File: src/amrp_pkg.sv
// Shared types, character codes and match helpers for the modem receive parser.
`default_nettype none

package amrp_pkg;

  localparam int HEADER_MAX_DEF  = 10;
  localparam int QUEUE_DEPTH_DEF = 4;

  // Bytes kept at line start: enough for the longest data header before ':'.
  localparam int HEAD_KEEP = 9;

  localparam logic [7:0] CH_LF    = 8'h0A;
  localparam logic [7:0] CH_CR    = 8'h0D;
  localparam logic [7:0] CH_PLUS  = 8'h2B;
  localparam logic [7:0] CH_COMMA = 8'h2C;
  localparam logic [7:0] CH_ZERO  = 8'h30;
  localparam logic [7:0] CH_NINE  = 8'h39;
  localparam logic [7:0] CH_COLON = 8'h3A;
  localparam logic [7:0] CH_C     = 8'h43;
  localparam logic [7:0] CH_D     = 8'h44;
  localparam logic [7:0] CH_E     = 8'h45;
  localparam logic [7:0] CH_I     = 8'h49;
  localparam logic [7:0] CH_L     = 8'h4C;
  localparam logic [7:0] CH_N     = 8'h4E;
  localparam logic [7:0] CH_O     = 8'h4F;
  localparam logic [7:0] CH_P     = 8'h50;
  localparam logic [7:0] CH_S     = 8'h53;
  localparam logic [7:0] CH_T     = 8'h54;

  localparam logic [2:0] CONNECT_LEN = 3'd7;
  localparam logic [2:0] CLOSED_LEN  = 3'd6;

  localparam logic signed [4:0] LINK_NONE = -5'sd1;

  typedef enum logic [1:0] {
    KIND_PAYLOAD = 2'd0,
    KIND_CONNECT = 2'd1,
    KIND_CLOSE   = 2'd2
  } kind_t;

  // Byte with its classification, as it travels through the queue.
  typedef struct packed {
    logic [7:0] data;
    logic       is_digit;
    logic       is_cr;
    logic       is_lf;
    logic       is_colon;
  } byte_class_t;

  function automatic logic is_digit(input logic [7:0] b);
    return (b >= CH_ZERO) && (b <= CH_NINE);
  endfunction

  function automatic logic [6:0] times_ten(input logic [3:0] d);
    return {d, 3'b000} + {2'b00, d, 1'b0};
  endfunction

  // Progress on CONNECT after byte c, given p bytes matched (7 = found).
  function automatic logic [2:0] connect_step(input logic [2:0] p, input logic [7:0] c);
    logic [7:0] want;
    case (p)
      3'd0:    want = CH_C;
      3'd1:    want = CH_O;
      3'd2:    want = CH_N;
      3'd3:    want = CH_N;
      3'd4:    want = CH_E;
      3'd5:    want = CH_C;
      3'd6:    want = CH_T;
      default: want = 8'h00;
    endcase
    if (p >= CONNECT_LEN) return p;
    if (c == want) return p + 3'd1;
    // "CONNEC" ends in "C", so a following 'O' resumes at "CO"
    if (p == 3'd6 && c == CH_O) return 3'd2;
    if (c == CH_C) return 3'd1;
    return 3'd0;
  endfunction

  // Progress on CLOSED after byte c, given p bytes matched (6 = found).
  function automatic logic [2:0] close_step(input logic [2:0] p, input logic [7:0] c);
    logic [7:0] want;
    case (p)
      3'd0:    want = CH_C;
      3'd1:    want = CH_L;
      3'd2:    want = CH_O;
      3'd3:    want = CH_S;
      3'd4:    want = CH_E;
      3'd5:    want = CH_D;
      default: want = 8'h00;
    endcase
    if (p >= CLOSED_LEN) return p;
    if (c == want) return p + 3'd1;
    if (c == CH_C) return 3'd1;
    return 3'd0;
  endfunction

endpackage

`default_nettype wire

File: src/amrp_front.sv
// Front end: classify each incoming byte and push it into the queue.
`default_nettype none

module amrp_front
  import amrp_pkg::*;
(
  input  wire logic        in_valid,
  output logic             in_stall,
  input  wire logic [7:0]  in_rx_byte,
  input  wire logic        q_full,
  output logic             q_push,
  output byte_class_t      q_wdata
);

  assign in_stall = q_full;
  assign q_push   = in_valid && !q_full;

  always_comb begin
    q_wdata.data     = in_rx_byte;
    q_wdata.is_digit = is_digit(in_rx_byte);
    q_wdata.is_cr    = (in_rx_byte == CH_CR);
    q_wdata.is_lf    = (in_rx_byte == CH_LF);
    q_wdata.is_colon = (in_rx_byte == CH_COLON);
  end

endmodule

`default_nettype wire

File: src/amrp_queue.sv
// Short flop-based queue between the front end and the parser.
`default_nettype none

module amrp_queue
  import amrp_pkg::*;
#(
  parameter int DEPTH = QUEUE_DEPTH_DEF,
  parameter int WIDTH = $bits(byte_class_t)
) (
  input  wire logic             clk,
  input  wire logic             rst_n,
  input  wire logic             push,
  input  wire logic [WIDTH-1:0] wdata,
  output logic                  full,
  input  wire logic             pop,
  output logic                  rvalid,
  output logic [WIDTH-1:0]      rdata
);

  localparam int PTR_W = (DEPTH > 1) ? $clog2(DEPTH) : 1;
  localparam int CNT_W = $clog2(DEPTH + 1);

  logic [WIDTH-1:0] mem_r [DEPTH];
  logic [PTR_W-1:0] wr_ptr_r, wr_ptr_nxt;
  logic [PTR_W-1:0] rd_ptr_r, rd_ptr_nxt;
  logic [CNT_W-1:0] count_r, count_nxt;

  assign full   = (count_r == CNT_W'(DEPTH));
  assign rvalid = (count_r != '0);
  assign rdata  = mem_r[rd_ptr_r];

  always_comb begin
    wr_ptr_nxt = wr_ptr_r;
    rd_ptr_nxt = rd_ptr_r;
    count_nxt  = count_r;
    if (push) begin
      wr_ptr_nxt = (wr_ptr_r == PTR_W'(DEPTH - 1)) ? '0 : wr_ptr_r + PTR_W'(1);
    end
    if (pop) begin
      rd_ptr_nxt = (rd_ptr_r == PTR_W'(DEPTH - 1)) ? '0 : rd_ptr_r + PTR_W'(1);
    end
    if (push && !pop) begin
      count_nxt = count_r + CNT_W'(1);
    end else if (pop && !push) begin
      count_nxt = count_r - CNT_W'(1);
    end
  end

  always_ff @(posedge clk) begin
    if (!rst_n) begin
      wr_ptr_r <= '0;
      rd_ptr_r <= '0;
      count_r  <= '0;
    end else begin
      wr_ptr_r <= wr_ptr_nxt;
      rd_ptr_r <= rd_ptr_nxt;
      count_r  <= count_nxt;
    end
  end

  always_ff @(posedge clk) begin
    if (push) begin
      mem_r[wr_ptr_r] <= wdata;
    end
  end

endmodule

`default_nettype wire

File: src/amrp_back.sv
// Back end: line parser, payload capture and result register.
`default_nettype none

module amrp_back
  import amrp_pkg::*;
#(
  parameter int HEADER_MAX = HEADER_MAX_DEF
) (
  input  wire logic               clk,
  input  wire logic               rst_n,
  input  wire logic               q_valid,
  input  wire byte_class_t        q_rdata,
  output logic                    q_pop,
  output logic                    out_valid,
  input  wire logic               out_stall,
  output logic [1:0]              out_result_kind,
  output logic signed [4:0]       out_link_id,
  output logic [7:0]              out_data_byte,
  output logic                    out_last_byte,
  output logic                    out_connected
);

  localparam int LL_W = $clog2(HEADER_MAX + 1);

  // line state
  logic [7:0]        head_r [HEAD_KEEP];
  logic [LL_W-1:0]   ll_r, ll_nxt;
  logic [7:0]        prev1_r, prev1_nxt;
  logic [7:0]        prev2_r, prev2_nxt;
  logic [2:0]        conn_prog_r, conn_prog_nxt;
  logic [2:0]        close_prog_r, close_prog_nxt;
  logic signed [4:0] conn_link_r, conn_link_nxt;
  logic signed [4:0] close_link_r, close_link_nxt;
  // capture state
  logic [6:0]        rem_r, rem_nxt;
  logic signed [4:0] plink_r, plink_nxt;
  logic              link_up_r, link_up_nxt;
  // result register
  logic              out_valid_r, out_valid_nxt;
  kind_t             kind_r, kind_nxt;
  logic signed [4:0] olink_r, olink_nxt;
  logic [7:0]        odata_r, odata_nxt;
  logic              olast_r, olast_nxt;
  logic              oconn_r, oconn_nxt;

  logic              res_valid;
  logic              head_we;
  logic [7:0]        c;
  logic [2:0]        conn_p, close_p;
  logic signed [4:0] word_link;
  logic              prefix_ok;
  logic              hdr;
  logic [6:0]        hdr_len;
  logic signed [4:0] hdr_link;

  assign c     = q_rdata.data;
  assign q_pop = q_valid && (!out_valid_r || !out_stall);

  assign conn_p    = connect_step(conn_prog_r, c);
  assign close_p   = close_step(close_prog_r, c);
  assign word_link = (prev1_r == CH_COMMA && is_digit(prev2_r))
                     ? $signed({1'b0, prev2_r[3:0]}) : LINK_NONE;

  assign prefix_ok = head_r[0] == CH_PLUS && head_r[1] == CH_I && head_r[2] == CH_P
                     && head_r[3] == CH_D && head_r[4] == CH_COMMA;

  // Header decode; head entries below ll_r are always from this line.
  always_comb begin
    hdr      = 1'b0;
    hdr_len  = '0;
    hdr_link = LINK_NONE;
    if (q_rdata.is_colon && prefix_ok) begin
      if (ll_r == LL_W'(6) && is_digit(head_r[5])) begin
        hdr     = 1'b1;
        hdr_len = {3'b000, head_r[5][3:0]};
      end else if (ll_r == LL_W'(7) && is_digit(head_r[5]) && is_digit(head_r[6])) begin
        hdr     = 1'b1;
        hdr_len = times_ten(head_r[5][3:0]) + {3'b000, head_r[6][3:0]};
      end else if (ll_r == LL_W'(8) && is_digit(head_r[5]) && head_r[6] == CH_COMMA
                   && is_digit(head_r[7])) begin
        hdr      = 1'b1;
        hdr_link = $signed({1'b0, head_r[5][3:0]});
        hdr_len  = {3'b000, head_r[7][3:0]};
      end else if (ll_r == LL_W'(9) && is_digit(head_r[5]) && head_r[6] == CH_COMMA
                   && is_digit(head_r[7]) && is_digit(head_r[8])) begin
        hdr      = 1'b1;
        hdr_link = $signed({1'b0, head_r[5][3:0]});
        hdr_len  = times_ten(head_r[7][3:0]) + {3'b000, head_r[8][3:0]};
      end
    end
  end

  always_comb begin
    ll_nxt         = ll_r;
    prev1_nxt      = prev1_r;
    prev2_nxt      = prev2_r;
    conn_prog_nxt  = conn_prog_r;
    close_prog_nxt = close_prog_r;
    conn_link_nxt  = conn_link_r;
    close_link_nxt = close_link_r;
    rem_nxt        = rem_r;
    plink_nxt      = plink_r;
    link_up_nxt    = link_up_r;
    head_we        = 1'b0;
    res_valid      = 1'b0;
    kind_nxt       = kind_r;
    olink_nxt      = olink_r;
    odata_nxt      = odata_r;
    olast_nxt      = olast_r;

    if (q_pop) begin
      if (rem_r != '0) begin
        // capture: pass the byte through untouched
        rem_nxt   = rem_r - 7'd1;
        res_valid = 1'b1;
        kind_nxt  = KIND_PAYLOAD;
        olink_nxt = plink_r;
        odata_nxt = c;
        olast_nxt = (rem_r == 7'd1);
      end else if (prev1_r == CH_CR && q_rdata.is_lf) begin
        // end of line: CONNECT wins over CLOSED
        if (conn_prog_r >= CONNECT_LEN) begin
          link_up_nxt = 1'b1;
          res_valid   = 1'b1;
          kind_nxt    = KIND_CONNECT;
          olink_nxt   = conn_link_r;
        end else if (close_prog_r >= CLOSED_LEN) begin
          link_up_nxt = 1'b0;
          res_valid   = 1'b1;
          kind_nxt    = KIND_CLOSE;
          olink_nxt   = close_link_r;
        end
        odata_nxt = '0;
        olast_nxt = 1'b0;
      end else begin
        if (conn_prog_r < CONNECT_LEN && conn_p == 3'd1) begin
          conn_link_nxt = word_link;
        end
        conn_prog_nxt = conn_p;
        if (close_prog_r < CLOSED_LEN && close_p == 3'd1) begin
          close_link_nxt = word_link;
        end
        close_prog_nxt = close_p;
        if (hdr) begin
          rem_nxt   = (hdr_len == '0) ? 7'd1 : hdr_len;
          plink_nxt = hdr_link;
        end else begin
          if (ll_r < LL_W'(HEADER_MAX)) begin
            head_we = 1'b1;
            ll_nxt  = ll_r + LL_W'(1);
          end
          prev2_nxt = prev1_r;
          prev1_nxt = c;
        end
      end

      // restart the line after a line end, a header or the last payload byte
      if ((rem_r == 7'd1) || (rem_r == '0 && prev1_r == CH_CR && q_rdata.is_lf)
          || (rem_r == '0 && hdr)) begin
        ll_nxt         = '0;
        prev1_nxt      = '0;
        prev2_nxt      = '0;
        conn_prog_nxt  = '0;
        close_prog_nxt = '0;
        conn_link_nxt  = LINK_NONE;
        close_link_nxt = LINK_NONE;
      end
    end

    oconn_nxt = res_valid ? link_up_nxt : oconn_r;
    if (res_valid) begin
      out_valid_nxt = 1'b1;
    end else if (out_valid_r && !out_stall) begin
      out_valid_nxt = 1'b0;
    end else begin
      out_valid_nxt = out_valid_r;
    end
  end

  always_ff @(posedge clk) begin
    if (!rst_n) begin
      ll_r         <= '0;
      prev1_r      <= '0;
      prev2_r      <= '0;
      conn_prog_r  <= '0;
      close_prog_r <= '0;
      conn_link_r  <= LINK_NONE;
      close_link_r <= LINK_NONE;
      rem_r        <= '0;
      plink_r      <= LINK_NONE;
      link_up_r    <= 1'b0;
      out_valid_r  <= 1'b0;
    end else begin
      ll_r         <= ll_nxt;
      prev1_r      <= prev1_nxt;
      prev2_r      <= prev2_nxt;
      conn_prog_r  <= conn_prog_nxt;
      close_prog_r <= close_prog_nxt;
      conn_link_r  <= conn_link_nxt;
      close_link_r <= close_link_nxt;
      rem_r        <= rem_nxt;
      plink_r      <= plink_nxt;
      link_up_r    <= link_up_nxt;
      out_valid_r  <= out_valid_nxt;
    end
  end

  always_ff @(posedge clk) begin
    kind_r  <= kind_nxt;
    olink_r <= olink_nxt;
    odata_r <= odata_nxt;
    olast_r <= olast_nxt;
    oconn_r <= oconn_nxt;
  end

  for (genvar i = 0; i < HEAD_KEEP; i++) begin : g_head
    always_ff @(posedge clk) begin
      if (head_we && ll_r == LL_W'(i)) begin
        head_r[i] <= c;
      end
    end
  end

  assign out_valid       = out_valid_r;
  assign out_result_kind = kind_r;
  assign out_link_id     = olink_r;
  assign out_data_byte   = odata_r;
  assign out_last_byte   = olast_r;
  assign out_connected   = oconn_r;

  a_rem_range: assert property (@(posedge clk) disable iff (!rst_n)
    rem_r <= 7'd99)
    else $error("capture count out of range");

  a_last_ends_capture: assert property (@(posedge clk) disable iff (!rst_n)
    (q_pop && rem_r == 7'd1) |=> (rem_r == '0 && ll_r == '0))
    else $error("capture did not end after last byte");

  a_event_clean: assert property (@(posedge clk) disable iff (!rst_n)
    (out_valid_r && kind_r != KIND_PAYLOAD) |-> (odata_r == '0 && !olast_r))
    else $error("event beat carries payload fields");

  a_connect_flag: assert property (@(posedge clk) disable iff (!rst_n)
    (out_valid_r && kind_r == KIND_CONNECT) |-> oconn_r)
    else $error("connect event without connected flag");

endmodule

`default_nettype wire

File: src/at_modem_receive_parser.sv
// Top level of the modem receive parser: front end, queue and parser back end.
//
//   channel   direction  handshake            payload
//   in_       input      in_valid / in_stall  in_rx_byte
//   out_      output     out_valid/out_stall  out_result_kind, out_link_id,
//                                             out_data_byte, out_last_byte,
//                                             out_connected
//
// Takes one byte beat per cycle while the queue is not full; a beat that yields a
// result passes a queue slot, then the result register, before it shows on out_.
// The front end stalls only when the queue is full; the parser pops one entry
// per cycle while the result register is empty or being taken.
// A stalled result register holds its beat and halts the parser; the queue keeps
// absorbing input until it fills.
// Reset (rst_n low, synchronous) clears line, capture and connect state at once.
`default_nettype none

module at_modem_receive_parser
  import amrp_pkg::*;
#(
  parameter int HEADER_MAX  = HEADER_MAX_DEF,
  parameter int QUEUE_DEPTH = QUEUE_DEPTH_DEF
) (
  input  wire logic               clk,
  input  wire logic               rst_n,
  input  wire logic               in_valid,
  output logic                    in_stall,
  input  wire logic [7:0]         in_rx_byte,
  output logic                    out_valid,
  input  wire logic               out_stall,
  output logic [1:0]              out_result_kind,
  output logic signed [4:0]       out_link_id,
  output logic [7:0]              out_data_byte,
  output logic                    out_last_byte,
  output logic                    out_connected
);

  logic        q_full;
  logic        q_push;
  byte_class_t q_wdata;
  logic        q_pop;
  logic        q_valid;
  byte_class_t q_rdata;

  // classify and enqueue
  amrp_front u_front (
    .in_valid   (in_valid),
    .in_stall   (in_stall),
    .in_rx_byte (in_rx_byte),
    .q_full     (q_full),
    .q_push     (q_push),
    .q_wdata    (q_wdata)
  );

  // decouple intake from the parser
  amrp_queue #(
    .DEPTH (QUEUE_DEPTH),
    .WIDTH ($bits(byte_class_t))
  ) u_queue (
    .clk    (clk),
    .rst_n  (rst_n),
    .push   (q_push),
    .wdata  (q_wdata),
    .full   (q_full),
    .pop    (q_pop),
    .rvalid (q_valid),
    .rdata  (q_rdata)
  );

  // parse lines, capture payload, drive result beats
  amrp_back #(
    .HEADER_MAX (HEADER_MAX)
  ) u_back (
    .clk             (clk),
    .rst_n           (rst_n),
    .q_valid         (q_valid),
    .q_rdata         (q_rdata),
    .q_pop           (q_pop),
    .out_valid       (out_valid),
    .out_stall       (out_stall),
    .out_result_kind (out_result_kind),
    .out_link_id     (out_link_id),
    .out_data_byte   (out_data_byte),
    .out_last_byte   (out_last_byte),
    .out_connected   (out_connected)
  );

endmodule

`default_nettype wire

File: config.mk
export PLATFORM = sky130hd
export DESIGN_NAME = at_modem_receive_parser
export DESIGN_NICKNAME = d
export VERILOG_FILES = /design/src/amrp_pkg.sv /design/src/amrp_front.sv /design/src/amrp_queue.sv /design/src/amrp_back.sv /design/src/at_modem_receive_parser.sv
export SDC_FILE = /design/constraint.sdc
export NUM_CORES = 1
export LEC_CHECK = 0
export BUFFER_PORTS_ARGS = -buffer_cell sky130_fd_sc_hd__buf_2
export CORE_MARGIN = 2
export CORE_UTILIZATION = 35
export DETAILED_ROUTE_END_ITERATION = 16
export GPL_TIMING_DRIVEN = 1
export PLACE_DENSITY = 0.51
export SKIP_LAST_GASP = 1
export SLEW_MARGIN = 25
export SYNTH_ARGS = -nofsm -noshare
export SYNTH_HDL_FRONTEND = slang
export SYNTH_SLANG_ARGS = --single-unit
File: constraint.sdc
create_clock -name clk -period 5.7 [get_ports clk]
set_input_delay 0.855 -clock clk [delete_from_list [all_inputs] [get_ports clk]]
set_output_delay 0.855 -clock clk [all_outputs]
set_load 0.01 [all_outputs]
=== Word-level counts from Yosys, hierarchy flattened ===
Memories as Yosys holds them, arrays and structs flattened. A register that Yosys moved wholly into a read port is not among the register bits.
Index checks and enable logic that the tools add are counted.

* Mux-type cells: 155
* $add $sub $neg: 12
* Equal/unequal tests: 45
* Order comparisons: 17
* Bitwise gates (word level): 2
* Reductions and logical operators: 85

{| class="wikitable"
|+ Operators with widths
! operator !! count
|-
| $mux W8 || 18
|-
| $mux W5 || 18
|-
| $mux W1 || 66
|-
| $mux W3 || 22
|-
| $reduce_or A8 Y1 || 8
|-
| $mux W7 || 9
|-
| $mux W4 || 13
|-
| $ge A8 B6 Y1 const B || 6
|-
| $le A8 B6 Y1 const B || 6
|-
| $logic_and A1 B1 Y1 || 43
|-
| $pmux W7 S6 || 1
|-
| $eq A8 B6 Y1 const B || 5
|-
| $eq A8 B7 Y1 const B || 5
|-
| $pmux W7 S5 || 1
|-
| $eq A8 B4 Y1 const B || 3
|-
| $eq A3 B3 Y1 const B || 6
|-
| $eq A4 B3 Y1 const B || 4
|-
| $eq A8 B7 Y1 || 2
|-
| $reduce_and A4 Y1 || 4
|-
| $add A7 B4 Y7 || 2
|-
| $add A7 B5 Y7 || 2
|-
| $logic_not A7 Y1 || 2
|-
| $mux W2 || 7
|-
| $reduce_bool A2 Y1 || 7
|-
| other kinds (28) || 56
|}

* Output and inout bits: 19
* Memories: 2
* Memory bits (writable): 120
* Register bits: 74
* Logic and storage cells: 337

{| class="wikitable"
|+ Memory list
! memory !! words !! bits a word !! read ports !! clocked after memory_dff !! wr ports !! RTL line !! source
|-
| u_back.head_r || 9 || 8 || 9 || 0 || 1 || amrp_back.sv:26 || <nowiki>logic [7:0] head_r [HEAD_KEEP];</nowiki>
|-
| u_queue.mem_r || 4 || 12 || 1 || 1 || 1 || amrp_queue.sv:23 || <nowiki>logic [WIDTH-1:0] mem_r [DEPTH];</nowiki>
|}

=== Depth between registers and ports, before layout ===
Gate-level depths: netlist (run 1).
An unclocked memory read counts as a cell.

* Depth after elaboration: 28
* Depth in mapped cells: 12

=== Modules after synthesis ===
Synthesis (run 1) repeated with hierarchy kept, for this count alone.

* Cells, all modules: 754
* Area, all modules: 9235.1 sq um

{| class="wikitable"
|+ Modules (own cells, without submodules)
! module !! instances !! seq. area each (sq um) !! area an instance (sq um) !! cells each
|-
| amrp_back || 1 || 3673.5 || 6904.1 || 629
|-
| amrp_queue || 1 || 1621.6 || 2194.6 || 106
|-
| amrp_front || 1 || 0.0 || 136.4 || 19
|}

=== Worst setup path before layout (run 1) ===
No wires, ideal clock.

* Path type: flip-flop to flip-flop
* Start point: memory u_back.head_r[6][3], in the netlist u_back.head_r[3][3]
* End point: register u_back.rem_r[0]
* Buffers on the path: 0
* Data arrival time: 2882 ps
* Slack: 2744 ps
* Stages on the path, launching flop included: 12
* Path through: edfxtp_1 fa_1 inv_1 fa_1 inv_1 a21o_1 a21oi_1 xnor2_1 a32oi_1 a41oi_1 or4b_2 a31oi_1

{| class="wikitable"
|+ RTL lines
! what !! RTL line !! source
|-
| from (decl) || amrp_back.sv:26 ||
|-
| to (signal assigned) || amrp_back.sv:201 || <nowiki>rem_r <= rem_nxt;</nowiki>
|-
| to (decl) || amrp_back.sv:35 || <nowiki>logic [6:0] rem_r, rem_nxt;</nowiki>
|}

==> metrics.csv, run 1 <==
metric;value;unit
dp.cells;1057;
cts_hold_buf;0;
syn_nets;780;
p_switching;1590;uW
dpl.hpwl;14.4;mm
cts_tree;done;
cap_viol_max_count;0;
final_cell_mix;129 x edfxtp_1, 59 x dfxtp_1, 48 x a21oi_1, 48 x nor2_1, 46 x nand2_1;
slowest_stage;mux4_1;
period_needed;3.78;ns
fmax;265;MHz
arrival;4.10;ns
power_frac_comb;30.0;%
insertion_delay;0.43;ns
max_slew_margin;34.0;%
rsz0062_at_grt;no;
synthMuxAreaShare;4.07;%
power.internal;2810;uW
p_clk_share;27.0;%
syn_area_per_cell;12.1;um^2
drv_slew;0;
chipWidth;162;um
ir_drop;0.230;mV
synth-xor-area-share;1.40;%
finClkSkew;0.0104;ns
cts.sinks;188;
p_leak;0.00337;uW
layout-drive-gt1-share;11.2;%
critPathRequiredTime;6.02;ns
post_cts_resized;0;
crit_path_max_fanout;18;
powerDensity;448;nW/um^2
synth-simple-area-share;16.1;%
drc;0;
critical_path_class;register to register;
grt_pass1_vias;5920;
synth_seq_area_share;57.7;%
first_pass_iters;5;
fin_tns_setup;0;ns
ys.flop_type;edfxtp_1;
synth_cell_types;75;
status;finished, final reports clean;
syn2layout_area_growth;12.3;%
p_sw_share;36.2;%
path_cells;mux4_1 -> xnor2_1 -> o21ai_0 -> nand4_1 -> o31ai_1 -> a2111oi_0 -> nand4b_1 -> o22a_1;
core-area;24500;um^2
ios;31;
drtIter0Drc;461;
period_share;66.2;%
hp-class;register to register;
cp_slowest_stage_delay;1.06;ns
place_congestion;0.843;
hold_slack;0.455;ns
cts_setup_buffers;0;
yosysWarnings;0;
antenna_found_initial;0;
wl;20.6;mm
nNetsFinal;806;
viasPerCell;5.44;
cp-start-kind;register;
stdcell_area;9830;um^2
grt.total_usage;16.3;%
cp_num_buf_inv;0;
pwr-share-seq;43.0;%
worstMarginPinSlew;0.982;ns
cp-end-kind;register;
async_flop_share;0;%
cts_root_buf;clkbuf_16;
final_antenna_net_count;0;
synth_edf_count;129;
numCtsBuffers;17;
final_common_cell;edfxtp_1;
synthCells;726;
crit_family;compound AO/OA/AOI/OAI gates;
num_vias;5923;
synth_fa_ha_area_share;6.43;%
htreeDepth;4;
synth_seq_cells;188;
io_buffers;30;
final-setup-viol-count;0;
clockBufferDepth;2;
synth_compound_area_share;11.3;%
grt_pass1_wl;33.0;mm
initial_core_util;35.8;%
syn_area;8750;um^2
dpl_cell_area;9240;um^2
final_cell_count_no_fill;1089;
clk_pin_slew;0.07;ns
dieArea;26300;um^2
synth_top_family_by_area;simple AND/OR/NAND/NOR gates;
grt_max_degree;41;
grt_overflow;0;
rows;57;
n_antenna_cell;0;
report.final.hold_viol_count;0;
die-height;162;um
routedWlPerCell;18.9;um
[worst paths after layout]
check	startpoint	endpoint	slack (ns)	depth (start not counted)
setup / recovery	register	u_back.conn_link_r[3]	1.92	8
hold / removal	u_back.prev2_r[5]	u_back.prev2_r[5]	0.46	2
setup reg to reg	register	u_back.conn_link_r[3]	1.92	8
hold reg to reg	u_back.prev2_r[5]	u_back.prev2_r[5]	0.46	2
[power groups by stage]
stage	Combinational, uW	Clock [uW]	Sequential [uW]
3_3_place_gp	1300	0	1920
6_report	1320	1190	1890
5_1_grt	1470	1260	1920
2_1_floorplan	901	0	1890
3_5_place_dp	1330	0	1930
4_1_cts	1340	1210	1900
[worst min-delay path, cell delays in order (launching register included)]
cell	delay, ns
dfxtp_1	0.31
nand2_1	0.05
a21oi_1	0.05
[metal layers]
metal	track usage, %	wire length (um)	vias to the layer above
met5	0	0	-
met4	3.82	215	0
met3	3.04	726	22
met2	27.9	10200	131
met1	21.6	9490	2964
li1	-	-	2806
[logic make-up (layout without fill, tap and decap cells)]
| logic type | count (synthesis) | after routing |
|---|---|---|
| xor+xnor | 14 | 14 |
| buf+inv | 62 | 101 |
| fa+ha+maj | 42 | 42 |
| compound gates | 153 | 153 |
| flops | 188 | 188 |
| mux | 22 | 22 |
| simple gates | 245 | 245 |
[cells in the mapped netlist (4+ instances only)]
| master | instances | area (um^2) |
|---|---|---|
| edfxtp_1 | 129 | 3870 |
| dfxtp_1 | 59 | 1180 |
| a21oi_1 | 49 | 245 |
| nor2_1 | 48 | 180 |
| nand2_1 | 46 | 173 |
| ha_1 | 37 | 463 |
| inv_1 | 33 | 124 |
| o21ai_0 | 27 | 135 |
| nand3_1 | 24 | 120 |
| and2_1 | 18 | 113 |
| clkbuf_1 | 17 | 63.8 |
| nor3_1 | 16 | 80.1 |
| nor4b_1 | 16 | 140 |
| nand4_1 | 13 | 81.3 |
| mux2i_1 | 12 | 120 |
| nor2b_1 | 11 | 68.8 |
| xnor2_1 | 11 | 96.3 |
| o22a_1 | 8 | 70.1 |
| a21o_1 | 6 | 45.0 |
| and4b_1 | 6 | 60.1 |
| mux4_1 | 6 | 158 |
| nand4b_1 | 6 | 52.6 |
| nor4_1 | 6 | 37.5 |
| o22ai_1 | 6 | 37.5 |
| a211oi_1 | 5 | 37.5 |
| a22o_1 | 5 | 43.8 |
| a31oi_1 | 5 | 31.3 |
| buf_2 | 5 | 25.0 |
| fa_1 | 5 | 100 |
| o21a_1 | 5 | 37.5 |
| a22oi_1 | 4 | 30.0 |
| and3_1 | 4 | 25.0 |
| nor3b_1 | 4 | 30.0 |
[layout make-up]
class                           count  area, um^2
Timing Repair Buffer               34         180
Sequential cell                   188        5050
Clock inverter                     15         170
Fill cell                        2325       14600
Inverter                           35         133
Clock buffer                       17         425
Multi-Input combinational cell    476        3470
Tap cell                          324         405
[state kept, by name, indices dropped and copies added (netlist names), 4 cells and up, named ones only]
signal,cells
u_back.close_link_r,5
u_back.conn_link_r,5
u_back.head_r,72
u_back.ll_r,4
u_back.out_data_byte,8
u_back.out_link_id,5
u_back.plink_r,5
u_back.prev1_r,8
u_back.prev2_r,8
u_back.rem_r,7
u_queue.mem_r,40
[through the flow]
| step | util [%] | power [uW] | worst slack (ns) |
|---|---|---|---|
| floorplan | - | 2790 | 2.74 |
| global placement | 37.7 | 3220 | 1.87 |
| detailed placement | 37.8 | 3260 | 1.68 |
| CTS | 40.2 | 4440 | 1.90 |
| global route | 40.2 | 4660 | 1.65 |
| finish | 40.2 | 4400 | 1.92 |
No activity file was read; power rests on OpenSTA's default activity.
==> run 2, diff against run 1 <==
==> constraint.sdc (replaced) <==
create_clock -name clk -period 3.6 [get_ports clk]
set_input_delay 0.54 -clock clk [delete_from_list [all_inputs] [get_ports clk]]
set_output_delay 0.54 -clock clk [all_outputs]
set_load 0.01 [all_outputs]
==> metrics.csv, run 2 (synthesis results as in run 1) <==
metric;value;unit;change
path_cells;mux4_1 -> xnor2_1 -> o31ai_1 -> nand2b_1 -> mux2i_1 -> or4b_4 -> o22a_1;;
clockBufferDepth;2;;unchanged
cp_slowest_stage_delay;0.85;ns;-0.21 ns
final_cell_mix;129 x edfxtp_1, 59 x dfxtp_1, 49 x a21oi_1;;
fin_util;40.7;%;+0.53 points
dr.max_layer_used;met4;;
final_antenna_net_count;0;;unchanged
dpl.hpwl;15.1;mm;+4.7%
finClkSkew;0.0142;ns;+0.00376 ns
antenna_found_initial;0;;unchanged
drtIter0Drc;389;;-16%
slowest_stage;mux4_1;;
cp-start-kind;register;;
powerDensity;711;nW/um^2;+59%
regMostFlops;u_back.head_r;;
dieArea;26300;um^2;unchanged
cts_root_buf;clkbuf_16;;
core-area;24500;um^2;unchanged
routedWlPerCell;19.1;um;+0.68%
initial_core_util;35.8;%;unchanged
p_leak;0.00345;uW;+2.4%
grt.total_usage;16.6;%;+0.24 points
r2r-end;u_back.close_link_r[1];;
critPathRequiredTime;3.91;ns;-2.11 ns
hp-class;input pin to register;;
die-height;162;um;unchanged
crit_family;multiplexers;;
reg2reg_depth;7;;-1
place_congestion;0.840;;-0.34%
clk_pin_slew;0.07;ns;about the same
crit_path_max_fanout;8;;-10
hold_depth;1;;-1
cts_hold_buf;0;;unchanged
dr_wl_met3;742;um;+2.2%
cts.sinks;188;;unchanged
wl;21.2;mm;+2.8%
syn2layout_area_growth;13.8;%;
rrSetupSlack;0.27;ns;-1.66 ns
drv_slew;0;;unchanged
multi_input_comb_area;3460;um^2;-0.25%
reg_top3;u_back.head_r: 72 flops, u_queue.mem_r: 40 flops;;
ir_drop;0.492;mV;+110%
worstMarginPinSlew;0.962;ns;-0.0191 ns
numCtsBuffers;17;;unchanged
period_share;92.6;%;+26 points
grt_overflow;0;;unchanged
grt_max_degree;40;;-2.4%
max_slew_margin;35.3;%;+1.3 points
arrival;3.65;ns;-0.45 ns
dp.cells;1080;;+2.2%
regArea;5050;um^2;unchanged
rsz0062_at_grt;no;;
post_cts_resized;0;;unchanged
largest_reg_flops;72;;unchanged
n_antenna_cell;0;;unchanged
io_buffers;30;;unchanged
ios;31;;unchanged
worstHoldStart;in_rx_byte[3];;
fin_tns_setup;0;ns;unchanged
wl_met2;10.5;mm;+3.4%
n_fill_cell;2321;;-0.17%
hold_path_end;u_queue.mem_r[0][7];;
cts_setup_buffers;0;;unchanged
grt_pass1_wl;33.5;mm;+1.3%
report.final.hold_viol_count;0;;unchanged
final_common_cell;edfxtp_1;;
final-setup-viol-count;0;;unchanged
rows;57;;unchanged
nNetsFinal;829;;+2.9%
met1_length;9.35;mm;-1.5%
first_pass_iters;5;;unchanged
cp-end-kind;register;;
cap_viol_max_count;0;;unchanged
htreeDepth;4;;unchanged
chipWidth;162;um;unchanged
period_needed;3.33;ns;-0.443 ns
critical_path_class;register to register;;
insertion_delay;0.43;ns;about the same
layout-drive-gt1-share;13.1;%;+1.8 points
num_vias;6043;;+2.0%
final_cell_count_no_fill;1112;;+2.1%
viasPerCell;5.43;;about the same
fmax;300;MHz;+13%
cp_num_buf_inv;0;;unchanged
status;finished, final reports clean;;
grt_pass1_vias;6159;;+4.0%
cts_tree;done;;
drc;0;;unchanged
run 2: how the worst max path moves through the flow:
| stage | slack (ns) | endpoint | cells after the start | start |
|---|---|---|---|---|
| finish | 0.27 | u_back.close_link_r[1] | 7 | register |
| global route | 0.05 | u_back.close_link_r[1] | 7 | register |
| CTS | 0.26 | u_back.close_link_r[1] | 7 | register |
| detailed placement | 0.27 | u_back.close_link_r[2] | 7 | register |
| global placement | 0.37 | u_back.close_link_r[3] | 7 | register |
| floorplan | 0.64 | u_back.rem_r[0] | 11 | u_back.head_r[3][3] |
run 2: per-stage QoR:
stage / setup WS [ns] / area (um^2) / hold slack [ns] / power [uW]
after global placement: 0.372 / 9400 / 0.441 / 5290
after global routing: 0.0532 / 9960 / 0.327 / 7480
after floorplan: 0.644 / 8750 / 0.428 / 4420
final: 0.267 / 9960 / 0.348 / 7080
after CTS: 0.255 / 9960 / 0.326 / 7150
after detailed placement: 0.270 / 9400 / 0.446 / 5330
run 2: worst reg2reg max path, stage by stage (launching register included):
cell and delay (ns):
dfxtp_1 0.56, mux4_1 0.85, xnor2_1 0.24, o31ai_1 0.44
nand2b_1 0.21, mux2i_1 0.16, or4b_4 0.57, o22a_1 0.21
run 2: per-layer routing:
layer | GRT usage, % | vias up
met5 | 0 | -
li1 | - | 2855
met3 | 3.37 | 32
met4 | 6.48 | 0
met1 | 20.7 | 3013
met2 | 28.3 | 143
run 2: final cells by class:
cell class | count | share of cell area, %
sequential | 188 | 50.7
multi-input combinational | 476 | 34.7
tap | 324 | 4.07
timing repair buffer | 57 | 3.54
inverter | 35 | 1.33
clock inverter | 11 | 1.22
clock buffer | 21 | 4.42
run 2: where the power goes:
part / switching [uW] / internal [uW]
combinational: 1480 / 794
clock: 800 / 1020
sequential: 189 / 2800
==> run 3, diff against run 2 <==
--- a/config.mk
+++ b/config.mk
@@ -8,6 +8,7 @@
 export BUFFER_PORTS_ARGS = -buffer_cell sky130_fd_sc_hd__buf_2
 export CORE_MARGIN = 2
 export CORE_UTILIZATION = 35
+export CTS_BUF_LIST = sky130_fd_sc_hd__clkbuf_4 sky130_fd_sc_hd__clkbuf_8
 export DETAILED_ROUTE_END_ITERATION = 16
 export GPL_TIMING_DRIVEN = 1
 export PLACE_DENSITY = 0.51
==> metrics.csv, run 3 (synthesis results as in run 1) <==
metric;value;unit;change
dpl_cell_area;9400;um^2;unchanged
hold_slack;0.316;ns;-0.0317 ns
path_cells;mux4_1 -> xnor2_1 -> o31ai_1 -> nand2b_1 -> mux2i_1 -> or4b_4 -> o22a_1;;
pwr-share-seq;44.8;%;+2.7 points
fin_tns_setup;0;ns;unchanged
p_sw_share;36.4;%;+1.5 points
ios;31;;unchanged
cp-start-kind;register;;
cts_hold_buf;0;;unchanged
largest_reg_flops;72;;unchanged
insertion_delay;0.46;ns;+0.03 ns
grt_pass1_wl;33.3;mm;-0.37%
place_congestion;0.840;;unchanged
post_cts_resized;0;;unchanged
n_antenna_cell;0;;unchanged
core-area;24500;um^2;unchanged
dieArea;26300;um^2;unchanged
nNetsFinal;829;;unchanged
p_clk_share;20.9;%;-4.8 points
cp_slowest_stage_delay;0.86;ns;about the same
status;finished, final reports clean;;
report.final.hold_viol_count;0;;unchanged
layout-drive-gt1-share;13.6;%;+0.51 points
reg_top3;u_back.head_r: 72 flops, u_queue.mem_r: 40 flops;;
critPathRequiredTime;3.95;ns;+0.04 ns
initial_core_util;35.8;%;unchanged
rsz0062_at_grt;no;;
fmax;297;MHz;-0.89%
period_needed;3.36;ns;+0.0301 ns
rows;57;;unchanged
grt.total_usage;16.5;%;-0.061 points
critical_path_class;register to register;;
antenna_found_initial;0;;unchanged
htreeDepth;4;;unchanged
numCtsBuffers;17;;unchanged
p_leak;0.00338;uW;-2.1%
period_share;93.4;%;+0.84 points
routedWlPerCell;19.0;um;-0.25%
clk_pin_slew;0.10;ns;+0.03 ns
regMostFlops;u_back.head_r;;
drv_slew;0;;unchanged
grt_pass1_vias;6149;;-0.16%
power_frac_comb;34.3;%;+2.2 points
worstMarginPinSlew;0.962;ns;+0.0000253 ns
cap_viol_max_count;0;;unchanged
io_buffers;30;;unchanged
ir_drop;0.380;mV;-23%
viasPerCell;5.34;;-1.7%
power.internal;4230;uW;-8.2%
die-height;162;um;unchanged
num_vias;5942;;-1.7%
cp.depth;7;;unchanged
final-setup-viol-count;0;;unchanged
drtIter0Drc;389;;unchanged
cp-end-kind;register;;
clockBufferDepth;2;;unchanged
cp_num_buf_inv;0;;unchanged
cts_root_buf;clkbuf_8;;
hp-class;input pin to register;;
powerDensity;680;nW/um^2;-4.4%
crit_family;multiplexers;;
final_common_cell;edfxtp_1;;
wl;21.1;mm;-0.25%
syn2layout_area_growth;11.8;%;
dpl.hpwl;15.1;mm;unchanged
cts_tree;done;;
max_slew_margin;35.3;%;about the same
final_cell_mix;129 x edfxtp_1, 59 x dfxtp_1, 49 x a21oi_1;;
drc;0;;unchanged
arrival;3.71;ns;+0.06 ns
reg2reg_depth;7;;unchanged
cts.sinks;188;;unchanged
cts_setup_buffers;0;;unchanged
grt_overflow;0;;unchanged
hold_depth;1;;unchanged
final_antenna_net_count;0;;unchanged
chipWidth;162;um;unchanged
p_switching;2420;uW;-2.2%
finClkSkew;0.0176;ns;+0.00335 ns
worstHoldStart;in_rx_byte[3];;
slowest_stage;mux4_1;;
stdcell_area;9790;um^2;-1.8%
crit_path_max_fanout;8;;unchanged
first_pass_iters;7;;+2
grt_max_degree;40;;unchanged
[run 3: cell counts in the layout (fill, tap and decap cells not counted)]
Identical to the previous run, type by type.
[run 3: per-stage QoR]
stage / utilization (%) / setup WS (ns) / total power [uW] / cells
3_3_place_gp: 38.4 / 0.372 / 5290 / 1080
6_report: 40.0 / 0.237 / 6650 / 1112
4_1_cts: 40.0 / 0.252 / 6720 / 1112
3_5_place_dp: 38.4 / 0.270 / 5330 / 1080
2_1_floorplan: - / 0.644 / 4420 / 726
5_1_grt: 40.0 / 0.0502 / 7050 / 1112
[run 3: final cells by class]
| type | count | area [um^2] |
|---|---|---|
| inverter | 35 | 133 |
| sequential | 188 | 5050 |
| clock inverter | 11 | 121 |
| tap | 324 | 405 |
| timing repair buffer | 57 | 353 |
| fill | 2343 | 14700 |
| multi-input combinational | 476 | 3460 |
| clock buffer | 21 | 264 |
[run 3: metal layers]
metal  vias up  share of wire, %  track usage, %
li1       2844                 -               -
met1      2938                45            20.8
met2       129                50            28.2
met3        31               3.1            3.12
met4         0               2.6            6.48
met5         -                 0               0
[run 3: power groups by stage]
stage / Clock, uW / Combinational [uW] / Sequential [uW]
2_1_floorplan: 0 / 1430 / 3000
3_3_place_gp: 0 / 2270 / 3020
3_5_place_dp: 0 / 2300 / 3030
4_1_cts: 1420 / 2310 / 2980
5_1_grt: 1510 / 2510 / 3020
6_report: 1390 / 2280 / 2980
[run 3: worst paths after layout]
kind,to,slack [ns]
max,u_back.close_link_r[1],0.24
min,u_queue.mem_r[0][7],0.32
max reg2reg,u_back.close_link_r[1],0.24
min reg2reg,u_back.prev2_r[4],0.46
